$ cat src/sv/i2p_pkg.sv
// ----------------------------------------------------------------------------
// i2p_pkg
// Shared types, token codes and the operator precedence table of the
// infix-to-postfix converter.
// ----------------------------------------------------------------------------
package i2p_pkg;

	localparam int STACK_DEPTH = 32;
	localparam int PTR_W       = $clog2(STACK_DEPTH);
	localparam int CNT_W       = $clog2(STACK_DEPTH + 1);

	// token kinds
	localparam logic [2:0] FUNC_NUM = 3'd0;
	localparam logic [2:0] FUNC_OP  = 3'd1;
	localparam logic [2:0] FUNC_LP  = 3'd2;
	localparam logic [2:0] FUNC_RP  = 3'd3;
	localparam logic [2:0] FUNC_END = 3'd4;

	// operator codes, plus the stack marker for a left paren
	localparam logic [2:0] OP_ADD    = 3'd0;
	localparam logic [2:0] OP_SUB    = 3'd1;
	localparam logic [2:0] OP_MUL    = 3'd2;
	localparam logic [2:0] OP_DIV    = 3'd3;
	localparam logic [2:0] OP_POW    = 3'd4;
	localparam logic [2:0] OP_MOD    = 3'd5;
	localparam logic [2:0] OP_LPAREN = 3'd6;

	// result kinds
	localparam logic [1:0] KIND_NUM = 2'd0;
	localparam logic [1:0] KIND_OP  = 2'd1;
	localparam logic [1:0] KIND_END = 2'd2;

	// result status
	localparam logic [1:0] ST_OK       = 2'd0;
	localparam logic [1:0] ST_MISMATCH = 2'd1;
	localparam logic [1:0] ST_OVERFLOW = 2'd2;

	typedef enum logic {
		S_IDLE,
		S_WORK
	} ctl_state_t;

	typedef struct packed {
		logic load;
		logic step;
	} ctl_cmd_t;

	typedef struct packed {
		logic step_emit;
		logic step_done;
		logic out_free;
	} dp_sts_t;

	function automatic logic [1:0] prec_of(logic [2:0] code);
		logic [1:0] p;
		unique case (code)
			OP_ADD, OP_SUB:         p = 2'd1;
			OP_MUL, OP_DIV, OP_MOD: p = 2'd2;
			OP_POW:                 p = 2'd3;
			default:                p = 2'd0;
		endcase
		return p;
	endfunction

	// stacked operator leaves before the incoming one is pushed
	function automatic logic pops_first(logic [2:0] stacked, logic [2:0] incoming);
		logic r;
		if (incoming == OP_POW) begin
			r = prec_of(stacked) > prec_of(incoming);
		end else begin
			r = prec_of(stacked) >= prec_of(incoming);
		end
		return r;
	endfunction

endpackage

$ cat src/sv/i2p_if.sv
// ----------------------------------------------------------------------------
// i2p channel interfaces
// Valid/ready channels for infix tokens in and postfix items out.
// ----------------------------------------------------------------------------
interface i2p_tok_if;
	logic               valid;
	logic               ready;
	logic [2:0]         func;
	logic [2:0]         op_code;
	logic signed [63:0] number_value;

	modport source (output valid, output func, output op_code, output number_value,
		input ready);
	modport sink (input valid, input func, input op_code, input number_value,
		output ready);
endinterface

interface i2p_res_if;
	logic               valid;
	logic               ready;
	logic [1:0]         out_kind;
	logic [2:0]         out_op;
	logic signed [63:0] out_value;
	logic [1:0]         status;
	logic               last;

	modport source (output valid, output out_kind, output out_op, output out_value,
		output status, output last, input ready);
	modport sink (input valid, input out_kind, input out_op, input out_value,
		input status, input last, output ready);
endinterface

$ cat src/sv/i2p_ctrl.sv
// ----------------------------------------------------------------------------
// i2p_ctrl
// Sequencer: takes one token, then steps the datapath until the token is done.
// ----------------------------------------------------------------------------
module i2p_ctrl (
	input  logic                clk,
	input  logic                arst_n,
	input  logic                tok_valid,
	output logic                tok_ready,
	input  i2p_pkg::dp_sts_t    sts,
	output i2p_pkg::ctl_cmd_t   cmd
);

	i2p_pkg::ctl_state_t state_q, state_d;

	always_ff @(posedge clk or negedge arst_n) begin
		if (!arst_n) begin
			state_q <= i2p_pkg::S_IDLE;
		end else begin
			state_q <= state_d;
		end
	end

	always_comb begin
		state_d = state_q;
		unique case (state_q)
			i2p_pkg::S_IDLE: begin
				if (tok_valid) begin
					state_d = i2p_pkg::S_WORK;
				end
			end
			i2p_pkg::S_WORK: begin
				if ((sts.out_free || !sts.step_emit) && sts.step_done) begin
					state_d = i2p_pkg::S_IDLE;
				end
			end
			default: state_d = i2p_pkg::S_IDLE;
		endcase
	end

	always_comb begin
		tok_ready = 1'b0;
		cmd       = '0;
		unique case (state_q)
			i2p_pkg::S_IDLE: begin
				tok_ready = 1'b1;
				cmd.load  = tok_valid;
			end
			i2p_pkg::S_WORK: begin
				// a step that emits waits for room in the result register
				cmd.step = sts.out_free || !sts.step_emit;
			end
			default: begin
				tok_ready = 1'b0;
			end
		endcase
	end

	a_load_goes_work: assert property (@(posedge clk) disable iff (!arst_n)
		cmd.load |=> state_q == i2p_pkg::S_WORK)
		else $error("token load did not start work");

	a_no_emit_when_full: assert property (@(posedge clk) disable iff (!arst_n)
		(cmd.step && sts.step_emit) |-> sts.out_free)
		else $error("emit step issued while result register busy");

endmodule

$ cat src/sv/i2p_datapath.sv
// ----------------------------------------------------------------------------
// i2p_datapath
// Token register, operator stack with a cached top, and the result register.
// ----------------------------------------------------------------------------
module i2p_datapath (
	input  logic                clk,
	input  logic                arst_n,
	input  i2p_pkg::ctl_cmd_t   cmd,
	output i2p_pkg::dp_sts_t    sts,
	input  logic [2:0]          func,
	input  logic [2:0]          op_code,
	input  logic signed [63:0]  number_value,
	i2p_res_if.source           result
);

	typedef enum logic [2:0] {
		A_NONE,
		A_NUM,
		A_POP,
		A_DROP,
		A_PUSH,
		A_FAIL,
		A_END,
		A_DISC_END
	} step_act_t;

	logic [2:0]                 func_q;
	logic [2:0]                 code_q;
	logic signed [63:0]         value_q;
	logic [2:0]                 top_q;
	logic [2:0]                 stack_q [i2p_pkg::STACK_DEPTH];
	logic [i2p_pkg::CNT_W-1:0]  stack_count_q;
	logic                       discarding_q;
	logic [1:0]                 held_error_q;

	logic                       out_valid_q;
	logic [1:0]                 out_kind_q;
	logic [2:0]                 out_op_q;
	logic signed [63:0]         out_value_q;
	logic [1:0]                 status_q;
	logic                       last_q;

	logic [i2p_pkg::PTR_W-1:0]  below_idx;
	logic [i2p_pkg::PTR_W-1:0]  wr_idx;
	logic [2:0]                 below;
	logic                       has_top;
	logic                       has_below;
	logic                       top_lp;
	logic                       below_lp;
	logic                       full;

	step_act_t                  act;
	logic                       step_last;
	logic [1:0]                 step_status;
	logic [2:0]                 push_code;
	logic                       step_emit;
	logic                       emit_now;

	// entries below the cached top live in the array
	assign below_idx = i2p_pkg::PTR_W'(stack_count_q - i2p_pkg::CNT_W'(2));
	assign wr_idx    = i2p_pkg::PTR_W'(stack_count_q - i2p_pkg::CNT_W'(1));
	assign below     = stack_q[below_idx];
	assign has_top   = stack_count_q != '0;
	assign has_below = stack_count_q > i2p_pkg::CNT_W'(1);
	assign top_lp    = top_q == i2p_pkg::OP_LPAREN;
	assign below_lp  = below == i2p_pkg::OP_LPAREN;
	assign full      = stack_count_q == i2p_pkg::CNT_W'(i2p_pkg::STACK_DEPTH);

	always_comb begin
		act         = A_NONE;
		step_last   = 1'b1;
		step_status = i2p_pkg::ST_OK;
		push_code   = code_q;
		if (discarding_q) begin
			if (func_q == i2p_pkg::FUNC_END) begin
				act         = A_DISC_END;
				step_status = held_error_q;
			end
		end else begin
			unique case (func_q)
				i2p_pkg::FUNC_NUM: act = A_NUM;
				i2p_pkg::FUNC_OP: begin
					if (code_q <= i2p_pkg::OP_MOD) begin
						if (has_top && !top_lp && i2p_pkg::pops_first(top_q, code_q)) begin
							act       = A_POP;
							// last pop unless the next one pops too
							step_last = !(has_below && !below_lp &&
								i2p_pkg::pops_first(below, code_q));
						end else if (full) begin
							act         = A_FAIL;
							step_status = i2p_pkg::ST_OVERFLOW;
						end else begin
							act = A_PUSH;
						end
					end
				end
				i2p_pkg::FUNC_LP: begin
					push_code = i2p_pkg::OP_LPAREN;
					if (full) begin
						act         = A_FAIL;
						step_status = i2p_pkg::ST_OVERFLOW;
					end else begin
						act = A_PUSH;
					end
				end
				i2p_pkg::FUNC_RP: begin
					if (has_top && !top_lp) begin
						act       = A_POP;
						// matching paren next is dropped silently
						step_last = has_below && below_lp;
					end else if (has_top) begin
						act = A_DROP;
					end else begin
						act         = A_FAIL;
						step_status = i2p_pkg::ST_MISMATCH;
					end
				end
				i2p_pkg::FUNC_END: begin
					if (has_top && !top_lp) begin
						act       = A_POP;
						step_last = 1'b0;
					end else if (has_top) begin
						act         = A_END;
						step_status = i2p_pkg::ST_MISMATCH;
					end else begin
						act = A_END;
					end
				end
				default: act = A_NONE;
			endcase
		end
	end

	assign step_emit = (act == A_NUM) || (act == A_POP) || (act == A_FAIL) ||
		(act == A_END) || (act == A_DISC_END);
	assign emit_now  = cmd.step && step_emit;

	assign sts.step_emit = step_emit;
	assign sts.step_done = act != A_POP;
	assign sts.out_free  = !out_valid_q || result.ready;

	// token and stack payload
	always_ff @(posedge clk) begin
		if (cmd.load) begin
			func_q  <= func;
			code_q  <= op_code;
			value_q <= number_value;
		end
		if (cmd.step) begin
			unique case (act)
				A_POP, A_DROP: top_q <= below;
				A_PUSH: begin
					if (has_top) begin
						stack_q[wr_idx] <= top_q;
					end
					top_q <= push_code;
				end
				default: top_q <= top_q;
			endcase
		end
	end

	// stack control state
	always_ff @(posedge clk or negedge arst_n) begin
		if (!arst_n) begin
			stack_count_q <= '0;
			discarding_q  <= 1'b0;
			held_error_q  <= i2p_pkg::ST_OK;
		end else if (cmd.step) begin
			unique case (act)
				A_POP, A_DROP: stack_count_q <= stack_count_q - i2p_pkg::CNT_W'(1);
				A_PUSH:        stack_count_q <= stack_count_q + i2p_pkg::CNT_W'(1);
				A_FAIL: begin
					stack_count_q <= '0;
					discarding_q  <= 1'b1;
					held_error_q  <= step_status;
				end
				A_END:         stack_count_q <= '0;
				A_DISC_END: begin
					discarding_q <= 1'b0;
					held_error_q <= i2p_pkg::ST_OK;
				end
				default:       stack_count_q <= stack_count_q;
			endcase
		end
	end

	// result register
	always_ff @(posedge clk or negedge arst_n) begin
		if (!arst_n) begin
			out_valid_q <= 1'b0;
		end else if (emit_now) begin
			out_valid_q <= 1'b1;
		end else if (result.ready) begin
			out_valid_q <= 1'b0;
		end
	end

	always_ff @(posedge clk) begin
		if (emit_now) begin
			out_kind_q  <= i2p_pkg::KIND_NUM;
			out_op_q    <= '0;
			out_value_q <= '0;
			status_q    <= step_status;
			last_q      <= step_last;
			unique case (act)
				A_NUM:             out_value_q <= value_q;
				A_POP: begin
					out_kind_q <= i2p_pkg::KIND_OP;
					out_op_q   <= top_q;
				end
				A_END, A_DISC_END: out_kind_q <= i2p_pkg::KIND_END;
				default:           out_kind_q <= i2p_pkg::KIND_NUM;
			endcase
		end
	end

	assign result.valid     = out_valid_q;
	assign result.out_kind  = out_kind_q;
	assign result.out_op    = out_op_q;
	assign result.out_value = out_value_q;
	assign result.status    = status_q;
	assign result.last      = last_q;

	a_count_bound: assert property (@(posedge clk) disable iff (!arst_n)
		stack_count_q <= i2p_pkg::CNT_W'(i2p_pkg::STACK_DEPTH))
		else $error("stack count beyond depth");

	a_discard_empty: assert property (@(posedge clk) disable iff (!arst_n)
		discarding_q |-> stack_count_q == '0)
		else $error("stack not empty while discarding");

	a_held_error: assert property (@(posedge clk) disable iff (!arst_n)
		discarding_q == (held_error_q != i2p_pkg::ST_OK))
		else $error("held error out of step with discard flag");

	a_pop_nonempty: assert property (@(posedge clk) disable iff (!arst_n)
		(cmd.step && (act == A_POP || act == A_DROP)) |-> has_top)
		else $error("pop from empty stack");

endmodule

$ cat src/sv/infix_to_postfix_converter.sv
// ----------------------------------------------------------------------------
// infix_to_postfix_converter
// Shunting-yard reorder of infix tokens into postfix items on an operator
// stack, with error reporting and discard until the end token.
// ----------------------------------------------------------------------------
//  channel  modport          moves                               per item
//  token    i2p_tok_if.sink  func, op_code, number_value         one token
//  result   i2p_res_if.source out_kind, out_op, out_value,       zero to 33
//                            status, last                        per token
//
// a token is taken in the idle state, then stepped one step a cycle unless
// result stalls: a step per operator popped off the stack, then a final step
// the stack pops one entry per step, which sets the step count for ) and end
// a stall on result holds a step that emits; the token side waits meanwhile
// reset empties the stack and clears the discard state, no sweep needed
// ----------------------------------------------------------------------------
module infix_to_postfix_converter (
	input  logic        clk,
	input  logic        arst_n,
	i2p_tok_if.sink     token,
	i2p_res_if.source   result
);

	i2p_pkg::ctl_cmd_t cmd;
	i2p_pkg::dp_sts_t  sts;

	i2p_ctrl u_ctrl (
		.clk       (clk),
		.arst_n    (arst_n),
		.tok_valid (token.valid),
		.tok_ready (token.ready),
		.sts       (sts),
		.cmd       (cmd)
	);

	i2p_datapath u_datapath (
		.clk          (clk),
		.arst_n       (arst_n),
		.cmd          (cmd),
		.sts          (sts),
		.func         (token.func),
		.op_code      (token.op_code),
		.number_value (token.number_value),
		.result       (result)
	);

endmodule
$ cat src/flat_wrapper.sv
// flat-port wrapper written by rule: the top's interface ports become plain ports
module infix_to_postfix_converter_flat 
  (clk, arst_n, token_valid, token_func, token_op_code, token_number_value, token_ready, result_valid, result_out_kind, result_out_op, result_out_value, result_status, result_last, result_ready);
  i2p_tok_if token_i ();
  i2p_res_if result_i ();
  input  logic clk;
  input  logic arst_n;
  input wire logic [$bits(token_i.valid)-1:0] token_valid;
  input wire logic [$bits(token_i.func)-1:0] token_func;
  input wire logic [$bits(token_i.op_code)-1:0] token_op_code;
  input wire logic [$bits(token_i.number_value)-1:0] token_number_value;
  output wire logic [$bits(token_i.ready)-1:0] token_ready;
  output wire logic [$bits(result_i.valid)-1:0] result_valid;
  output wire logic [$bits(result_i.out_kind)-1:0] result_out_kind;
  output wire logic [$bits(result_i.out_op)-1:0] result_out_op;
  output wire logic [$bits(result_i.out_value)-1:0] result_out_value;
  output wire logic [$bits(result_i.status)-1:0] result_status;
  output wire logic [$bits(result_i.last)-1:0] result_last;
  input wire logic [$bits(result_i.ready)-1:0] result_ready;
  assign token_i.valid = token_valid;
  assign token_i.func = token_func;
  assign token_i.op_code = token_op_code;
  assign token_i.number_value = token_number_value;
  assign token_ready = token_i.ready;
  assign result_valid = result_i.valid;
  assign result_out_kind = result_i.out_kind;
  assign result_out_op = result_i.out_op;
  assign result_out_value = result_i.out_value;
  assign result_status = result_i.status;
  assign result_last = result_i.last;
  assign result_i.ready = result_ready;
  infix_to_postfix_converter u_core (.clk(clk), .arst_n(arst_n), .token(token_i), .result(result_i));
endmodule
$ cat config.mk
export PLATFORM = sky130hd
export DESIGN_NAME = infix_to_postfix_converter_flat
export DESIGN_NICKNAME = d
export VERILOG_FILES = /design/src/sv/i2p_pkg.sv /design/src/sv/i2p_if.sv /design/src/sv/i2p_ctrl.sv /design/src/sv/i2p_datapath.sv /design/src/sv/infix_to_postfix_converter.sv /design/src/flat_wrapper.sv
export SDC_FILE = /design/constraint.sdc
export NUM_CORES = 1
export LEC_CHECK = 0
export BUFFER_PORTS_ARGS = -buffer_cell sky130_fd_sc_hd__clkbuf_2
export CAP_MARGIN = 30
export CORE_AREA = 4 4 142 144
export DETAILED_ROUTE_END_ITERATION = 8
export DIE_AREA = 0 0 146 148
export PLACE_DENSITY_LB_ADDON = 0.3
export SLEW_MARGIN = 20
export SYNTH_ARGS = -nofsm -noshare
export SYNTH_HDL_FRONTEND = slang
export SYNTH_SLANG_ARGS = --single-unit
$ cat constraint.sdc
create_clock -name clk -period 24 [get_ports clk]
set_input_delay 4.8 -clock clk [delete_from_list [all_inputs] [get_ports clk]]
set_output_delay 4.8 -clock clk [all_outputs]
set_load 0.02 [all_outputs]
## Word-level counts from Yosys, hierarchy flattened

Memory sizes are Yosys's and may differ from the RTL's.
Cells that the tools add are included.

- Bits in registers: 156
- Bits in writable memories: 96
- Bits of input ports: 74
- Output and inout bits: 74
- Memories kept: 1

Memory list:

| memory | depth | bits a word | read ports | clocked after Yosys merged registers in | wr ports | line | text |
|---|---|---|---|---|---|---|---|
| u_core.u_datapath.stack_q | 32 | 3 | 1 | 0 | 1 | i2p_datapath.sv:31 | `logic [2:0] stack_q [i2p_pkg::STACK_DEPTH];` |

- Add/subtract/negate cells: 3
- $lt $le $gt $ge: 6
- Equality and inequality tests: 30
- Muxes and demuxes: 89
- Bitwise logic cells: 1
- Reduce and logical (&&, ||, !) cells: 39

Operator list:

| operator | count |
|---|---|
| 2-bit 2-to-1 mux | 39 |
| 3-bit equality test, second input constant | 13 |
| 3-bit by 2-bit equality test with 1-bit output, second input constant | 10 |
| 1-bit 2-to-1 mux | 29 |
| 3-bit 2-to-1 mux | 9 |
| 6-bit case mux with 3 select lines | 1 |
| 3-bit by 1-bit equality test with 1-bit output, second input constant | 5 |
| 3-bit case mux with 5 select lines | 1 |
| 3-bit zero test | 4 |
| 2-bit case mux with 2 select lines | 3 |
| 2-bit case mux with 3 select lines | 2 |
| 2-bit OR reduction | 6 |
| 3-bit OR reduction | 3 |
| 2-bit case mux with 4 select lines | 1 |
| 1-bit logical AND | 7 |
| 6-bit by 1-bit adder with 6-bit output, second input constant | 1 |
| 6-bit equality test, second input constant | 1 |
| 6-bit by 1-bit greater-than comparator with 1-bit output, second input constant | 1 |
| 1-bit logical OR | 6 |
| 3-bit case mux with 2 select lines | 1 |
| 2-bit AND reduction | 3 |
| 2-bit nonzero test | 3 |
| 6-bit nonzero test | 1 |
| 6-bit by 1-bit subtractor with 6-bit output, second input constant | 1 |
| 10 further kinds | 17 |

## Logic depth before layout (Yosys ltp)

Gate-level depths: netlist (run 1).

- Depth after elaboration: 28
- Mapped depth: 19
- Gate-level depth less buffers: 17

## Hierarchy

A second synthesis (run 1) with hierarchy kept.

- Cell total of the unflattened synthesis: 621
- Area, all modules: 10287.4 sq um

Modules (own cells, without submodules):

| module | times used | cells each | area each (sq um) |
|---|---|---|---|
| i2p_datapath | 1 | 614 | 10218.6 |
| i2p_ctrl | 1 | 7 | 68.8 |

## Worst setup path before layout (run 1)

No wires, ideal clock.

- Kind: in2reg
- Start point: in result_ready
- End point: reg u_core.u_datapath.last_q (netlist: u_core.u_datapath.result.last) (enable)
- Arrival time: 9.775 ns
- Data required time: 23.409 ns
- Slack: 13.634 ns
- Stages: 2
- Cells stage by stage: nor2b_1 nor3_1

- Word-level cells in the longest chain between the ends: 4

Ends and longest elaborated chain:

| element | line | text |
|---|---|---|
| from (decl) | flat_wrapper.sv:19 | `input wire logic [$bits(result_i.ready)-1:0] result_ready;` |
| 1-bit logical OR | i2p_datapath.sv:140 | `assign sts.out_free = !out_valid_q \|\| result.ready;` |
| 1-bit logical OR | i2p_ctrl.sv:51 | `cmd.step = sts.out_free \|\| !sts.step_emit;` |
| 1-bit 2-to-1 mux | i2p_ctrl.sv:44 | `unique case (state_q)` |
| 1-bit logical AND | i2p_datapath.sv:136 | `assign emit_now = cmd.step && step_emit;` |
| named net u_core.u_datapath.emit_now | i2p_datapath.sv:57 | `logic emit_now;` |
| to (signal assigned) | i2p_datapath.sv:205 | `last_q <= step_last;` |
| to (decl) | i2p_datapath.sv:41 | `logic last_q;` |

The timed path passes the listed nets, and every way through them passes these cells.
A chain may end at the register's enable or synchronous reset.

## Worst setup path in the final report (run 1)

- Start point: in result_ready
- End point: mem u_core.u_datapath.stack_q[20][0] (enable)

- Word-level cells in the longest chain between the ends: 5

Ends and longest elaborated chain:

| element | line | text |
|---|---|---|
| 1-bit logical OR | i2p_datapath.sv:140 |  |
| 1-bit logical OR | i2p_ctrl.sv:51 |  |
| 1-bit 2-to-1 mux | i2p_ctrl.sv:44 |  |
| 1-bit 2-to-1 mux | i2p_datapath.sv:149 | `if (cmd.step) begin` |
| 1-bit 2-to-1 mux (not written as such) | i2p_datapath.sv:154 | `stack_q[wr_idx] <= top_q;` |
| to (decl) | i2p_datapath.sv:31 |  |

No other way between the ends.

==> reports/qor.csv, run 1 <==
metric,value,unit
wl_per_cell,21.0,um
maxSlewHeadroom,34.9,%
final_common_cell,edfxtp_1,
io_buffers,147,
diodes,0,
fin_skew,0.0128,ns
core,18700,sq um
drtIter0Drc,485,
cts.path.max_buffers,3,
end_kind,register,
ys_seq_area_share,73.3,%
ys.flop_type,edfxtp_1,
vias,6046,
track_usage,19.8,%
drive_gt1_share,28.6,%
syn_nets,713,
cts_root_buf,clkbuf_16,
tightestPinTransition,0.969,ns
p_leak,4.60,nW
hold_end,u_core.u_datapath.result.out_value[31],
vdd_drop_max,71.2,uV
critPathArrivalTime,6.45,ns
postSynthAreaPerCell,16.5,sq um
tritoncts,built,
p_per_area,121,nW/um^2
place_hpwl,14700,um
multiInputGateArea,2570,sq um
place.gp.congestion,0.852,
slew_violations,0,
areaGrowthSynthToFinish,17.5,%
n_fill_cell,1280,
hold_class,reg -> reg,
clk_latency,0.51,ns
rr_worst_depth,14,
synth_edf_count,241,
synth-seq-cells,252,
postCtsHoldBufs,0,
run_status,finished clean,
postSynthCellCount,621,
ys_types,58,
fmax,159,MHz
clk_pin_slew_worst_paths,0.06,ns
worstSetupPathType,in -> reg,
yosysWarningCount,0,
viasPerCell,5.91,
firstDrtPassIters,8,
period_needed,6.28,ns
final_hold_viol_count,0,
post-place-cells,979,
initial_core_util,54.8,%
required,24.17,ns
grt_pass1_vias,6221,
fin_setup_tns,0,ns
min-delay-start,u_core.u_datapath.value_q[31],
fp.dieH,148,um
htreeDepth,1,
hold_slack,0.547,ns
max_cap_violations,0,
fin_total_pwr,1.46,mW
clock_sinks,252,
grt_pass1_wl,34100,um
register_area,7510,sq um
final_util,64.4,%
r2r_end,u_core.u_datapath.stack_q[20][0],
cp-startpoint,result_ready,
timing.rr.start,u_core.u_datapath.stack_count_q[1],
hold-path-cell-count,1,
gr-total-overflow,0,
crit_fanout,8,
r2r_slack,18.33,ns
die_x,146,um
finalNonFillerCells,1023,
finalNetCount,864,
cts_resized,0,
cts_buffers,25,
dieArea,21600,sq um
fp-row-count,50,
syn_area,10200,sq um
async_reset_ff_share,4.37,%
layout_common_cells,"edfxtp_1, clkbuf_2, and3_1",
ios,148,
antenna_left,0,
rsz0062_at_grt,no,
grt_antenna_before_repair,0,
setup_viol,0,
period_share,26.1,%
drc,0,
drt-total-wl,21500,um
grt_max_degree,70,
cts_setup_buffers,0,
worstSetupStartpointType,input pin,
## Yosys cell counts (3+ instances only)
| cell | number | area, sq um |
|---|---|---|
| a22oi_1 | 4 | 30.0 |
| a31oi_1 | 6 | 37.5 |
| or3_1 | 4 | 25.0 |
| a21oi_1 | 10 | 50.1 |
| nand3_1 | 11 | 55.1 |
| o2111ai_1 | 3 | 26.3 |
| nand4_1 | 4 | 25.0 |
| dfrtp_1 | 11 | 275 |
| buf_2 | 7 | 35.0 |
| xnor2_1 | 4 | 35.0 |
| and3_1 | 67 | 419 |
| o21ai_0 | 6 | 30.0 |
| a32oi_1 | 3 | 26.3 |
| edfxtp_1 | 241 | 7240 |
| nand2_1 | 19 | 71.3 |
| clkbuf_1 | 18 | 67.6 |
| inv_1 | 11 | 41.3 |
| nor2_1 | 60 | 225 |
| buf_1 | 4 | 15.0 |
| a21boi_0 | 3 | 22.5 |
| mux4_2 | 30 | 676 |
| nand2b_1 | 9 | 56.3 |
| and2_1 | 3 | 18.8 |
| nor3b_1 | 3 | 22.5 |
| nor3_1 | 10 | 50.1 |
| ha_1 | 18 | 225 |
| nand3b_1 | 3 | 22.5 |
| nor2b_1 | 3 | 18.8 |
| mux2i_1 | 8 | 80.1 |
## worst max-delay path by stage
stage / endpoint / slack (ns) / cells after the start
after detailed placement: u_core.u_datapath.stack_q[12][0] / 17.29 / 6
after global placement: u_core.u_datapath.stack_q[8][0] / 17.39 / 6
after floorplan: u_core.u_datapath.result.last / 13.63 / 2
final: u_core.u_datapath.stack_q[20][0] / 17.72 / 6
after CTS: u_core.u_datapath.stack_q[8][1] / 17.79 / 6
after global routing: u_core.u_datapath.stack_q[8][0] / 17.58 / 6
## stage by stage
step / setup WS [ns] / instance area, sq um
after floorplan: 13.63 / 10200
after CTS: 17.79 / 12000
after global placement: 17.39 / 11200
after global routing: 17.58 / 12000
final: 17.72 / 12000
after detailed placement: 17.29 / 11300
## power by group
| part | internal (mW) | switching [mW] | total [mW] | leakage [nW] |
|---|---|---|---|---|
| registers | 0.589 | 0.0485 | 0.638 | 2.35 |
| logic | 0.174 | 0.282 | 0.456 | 1.89 |
| clock network | 0.212 | 0.152 | 0.363 | 0.365 |
| total | 0.975 | 0.482 | 1.46 | 4.60 |
## layout make-up
class,instances,area share [%]
clock buffers,30,5.35
clock inverters,14,0.956
inverters,11,0.343
multi-input cells,326,21.4
flip-flops and latches,252,62.4
well taps,234,2.43
repair buffers,156,7.17
## sequential cells by signal (all words and copies together), names as in the netlist
register,cells
u_core.u_datapath.value_q,64
u_core.u_datapath.stack_q,96
u_core.u_datapath.result.out_kind,2
u_core.u_datapath.top_q,3
u_core.u_datapath.result.out_value,64
u_core.u_datapath.result.out_op,3
u_core.u_datapath.result.valid,1
u_core.u_datapath.stack_count_q,6
u_core.u_datapath.result.status,2
u_core.u_datapath.code_q,3
u_core.u_datapath.discarding_q,1
u_core.u_datapath.func_q,3
u_core.u_datapath.result.last,1
u_core.u_datapath.held_error_q,2
u_core.u_ctrl.state_q,1
## metal layers
metal | global-route usage, % | vias to the layer above | routed length (um)
li1 | - | 2716 | -
met3 | 4.78 | 48 | 1910
met1 | 26.1 | 2978 | 8200
met4 | 5.27 | 0 | 478
met2 | 33.5 | 304 | 10900
met5 | 0 | - | 0
## worst max-delay path, cell delays in order
cell,delay (ns)
clkbuf_2,0.09
nand2b_1,0.13
o21ai_0,0.25
nor2_1,0.34
nand3_1,0.42
nor2_1,0.41
## kinds of logic (layout without fill, tap and decap cells)
logic type	after synthesis	in the layout	synth area share, %
DFF	252	252	73.3
and+or+nand+nor	205	205	10.7
AOI/OAI and AO/OA	57	57	3.91
buffers and inverters	43	211	1.81
muxes	40	40	7.59
adders and majority gates	18	18	2.20
xor gates and xnor gates	6	6	0.513
Power figures use the tool's default switching activity.
==> run 2: changes to the inputs <==
--- a/config.mk
+++ b/config.mk
@@ -7,9 +7,9 @@
 export LEC_CHECK = 0
 export BUFFER_PORTS_ARGS = -buffer_cell sky130_fd_sc_hd__clkbuf_2
 export CAP_MARGIN = 30
-export CORE_AREA = 4 4 142 144
+export CORE_AREA = 4 4 147 149
 export DETAILED_ROUTE_END_ITERATION = 8
-export DIE_AREA = 0 0 146 148
+export DIE_AREA = 0 0 151 153
 export PLACE_DENSITY_LB_ADDON = 0.3
 export SLEW_MARGIN = 20
 export SYNTH_ARGS = -nofsm -noshare
==> constraint.sdc (replaced) <==
create_clock -name clk -period 5.25 [get_ports clk]
set_input_delay 1.05 -clock clk [delete_from_list [all_inputs] [get_ports clk]]
set_output_delay 1.05 -clock clk [all_outputs]
set_load 0.02 [all_outputs]
==> run 2 against run 1 <==
  * Power increased to 4.6 times the previous value
  * Setup slack got worse by 17 ns
  * Worst hold slack got worse by 0.14 ns
  * Non-clock buffer count increased by 5
  * Combinational power increased to 4.8 times the previous value
  * Die area increased by 6.9%
  * Critical endpoint is now u_core.u_datapath.stack_q[12][0]
  * Largest power group unchanged
==> reports/qor.csv, run 2 (synthesis gave the netlist of run 1 again) <==
metric,value,unit
critPathSlowestCell,edfxtp_1,
cts_root_buf,clkbuf_16,
gr-total-overflow,0,
clock_sinks,252,
grt_pass1_vias,6352,
htreeDepth,1,
finalNonFillerCells,1068,
r2r_slack,0.49,ns
path_common_cell,nor2_1,
timing.rr.start,u_core.u_datapath.top_q[2],
wl_per_cell,20.4,um
regMostFlops,u_core.u_datapath.stack_q,
setup_viol,0,
p_leak,4.62,nW
p_per_area,556,nW/um^2
slew_violations,0,
tightestPinTransition,0.887,ns
largest_reg_flops,96,
fin_setup_tns,0,ns
place_hpwl,14700,um
worstSetupStartpointType,register,
use_met3,4.77,%
grt_antenna_before_repair,0,
areaGrowthSynthToFinish,18.6,%
ios,148,
fmax,210,MHz
fin_skew,0.0131,ns
die_x,151,um
hold_slack,0.406,ns
dp_slack,0.550,ns
critical-path-top-delay-family,simple AND/OR/NAND/NOR gates,
maxSlewHeadroom,40.4,%
drive_gt1_share,30.3,%
tritoncts,built,
cts.path.max_buffers,3,
end_kind,register,
vias,6088,
firstDrtPassIters,5,
grtUsageMet2,31.1,%
cts_resized,0,
fp.dieH,153,um
worstSetupPathType,reg -> reg,
finalNetCount,870,
period_needed,4.76,ns
fin_total_pwr,6.75,mW
postCtsHoldBufs,0,
final_common_cell,edfxtp_1,
drtIter0Drc,382,
run_status,finished clean,
grt_pass1_wl,35100,um
post-place-cells,1020,
top_usage_layer,met2,
track_usage,19.3,%
grt.met1_usage,26.4,%
cts_buffers,26,
clk_latency,0.53,ns
r2r_end,u_core.u_datapath.stack_q[12][0],
rsz0062_at_grt,no,
layout_common_cells,"edfxtp_1, clkbuf_2, and3_1",
max_stage_delay,0.59,ns
diodes,0,
critPathBufInv,0,
core,20200,sq um
fp-row-count,52,
io_buffers,147,
grt_max_degree,73,
hold_class,in -> async,
drt-total-wl,21800,um
final_hold_viol_count,0,
cts_setup_buffers,0,
critPathArrivalTime,4.96,ns
place.gp.congestion,0.915,
required,5.45,ns
max_cap_violations,0,
rr_worst_depth,15,
antenna_left,0,
path_cells,ha_2 > o21bai_1 > ha_1 > nand2b_1 > a21oi_1 > or4_1 > nor3b_1 > or3_1 > a22o_1 > ha_4 > nor2_1 > o21ai_0 > nor2_1 > nand3_1 > nor2_1,
vdd_drop_max,279,uV
period_share,90.6,%
drc,0,
viasPerCell,5.70,
initial_core_util,50.8,%
clk_pin_slew_worst_paths,0.06,ns
crit_fanout,12,
dieArea,23100,sq um
postLayoutSetupSlackWorst,0.492,ns
==> run 2: cell types whose count changed in the layout (fill, tap and decap cells not counted), sizes merged <==
cell | before | now
clkbuf | 177 | 180
clkinvlp | 1 | 2
buf | 9 | 14
inv | 11 | 12
bufinv | 2 | 1
==> run 2: final cells by class <==
type                            instances  area (sq um)
Fill cell                            1532          8020
Sequential cell                       252          7510
Multi-Input combinational cell        326          2600
Timing Repair Buffer                  161           853
Clock buffer                           33           698
Tap cell                              270           338
Clock inverter                         15           108
Inverter                               11          41.3
==> run 2: worst max path at each step <==
stage	start	end	slack (ns)	depth (start not counted)
after global routing	u_core.u_datapath.top_q[1]	u_core.u_datapath.stack_q[20][2]	0.20	15
after detailed placement	u_core.u_datapath.top_q[2]	u_core.u_datapath.stack_q[20][1]	0.55	15
final	u_core.u_datapath.top_q[2]	u_core.u_datapath.stack_q[12][0]	0.49	15
after floorplan	u_core.u_datapath.top_q[2]	u_core.u_datapath.result.last	0.007	13
after CTS	u_core.u_datapath.top_q[2]	u_core.u_datapath.stack_q[20][2]	0.53	15
after global placement	u_core.u_datapath.top_q[2]	u_core.u_datapath.stack_q[10][1]	0.71	15
==> run 2: metrics by stage <==
| step | utilization (%) | area (sq um) |
|---|---|---|
| after CTS | 60.2 | 12200 |
| after floorplan | - | 10300 |
| after global placement | 56.2 | 11300 |
| final | 60.2 | 12200 |
| after detailed placement | 56.2 | 11300 |
| after global routing | 60.2 | 12200 |
==> run 2: metal layers <==
layer	up-vias	share of wire (%)
met5	-	0
met4	0	2.2
met3	39	8.3
met2	261	49
met1	3048	40
li1	2740	-
==> run 2: power breakdown <==
part           internal, mW  leakage (nW)  switching, mW
registers              2.70          2.35          0.143
clock network         0.992         0.386          0.738
logic                 0.797          1.88           1.39
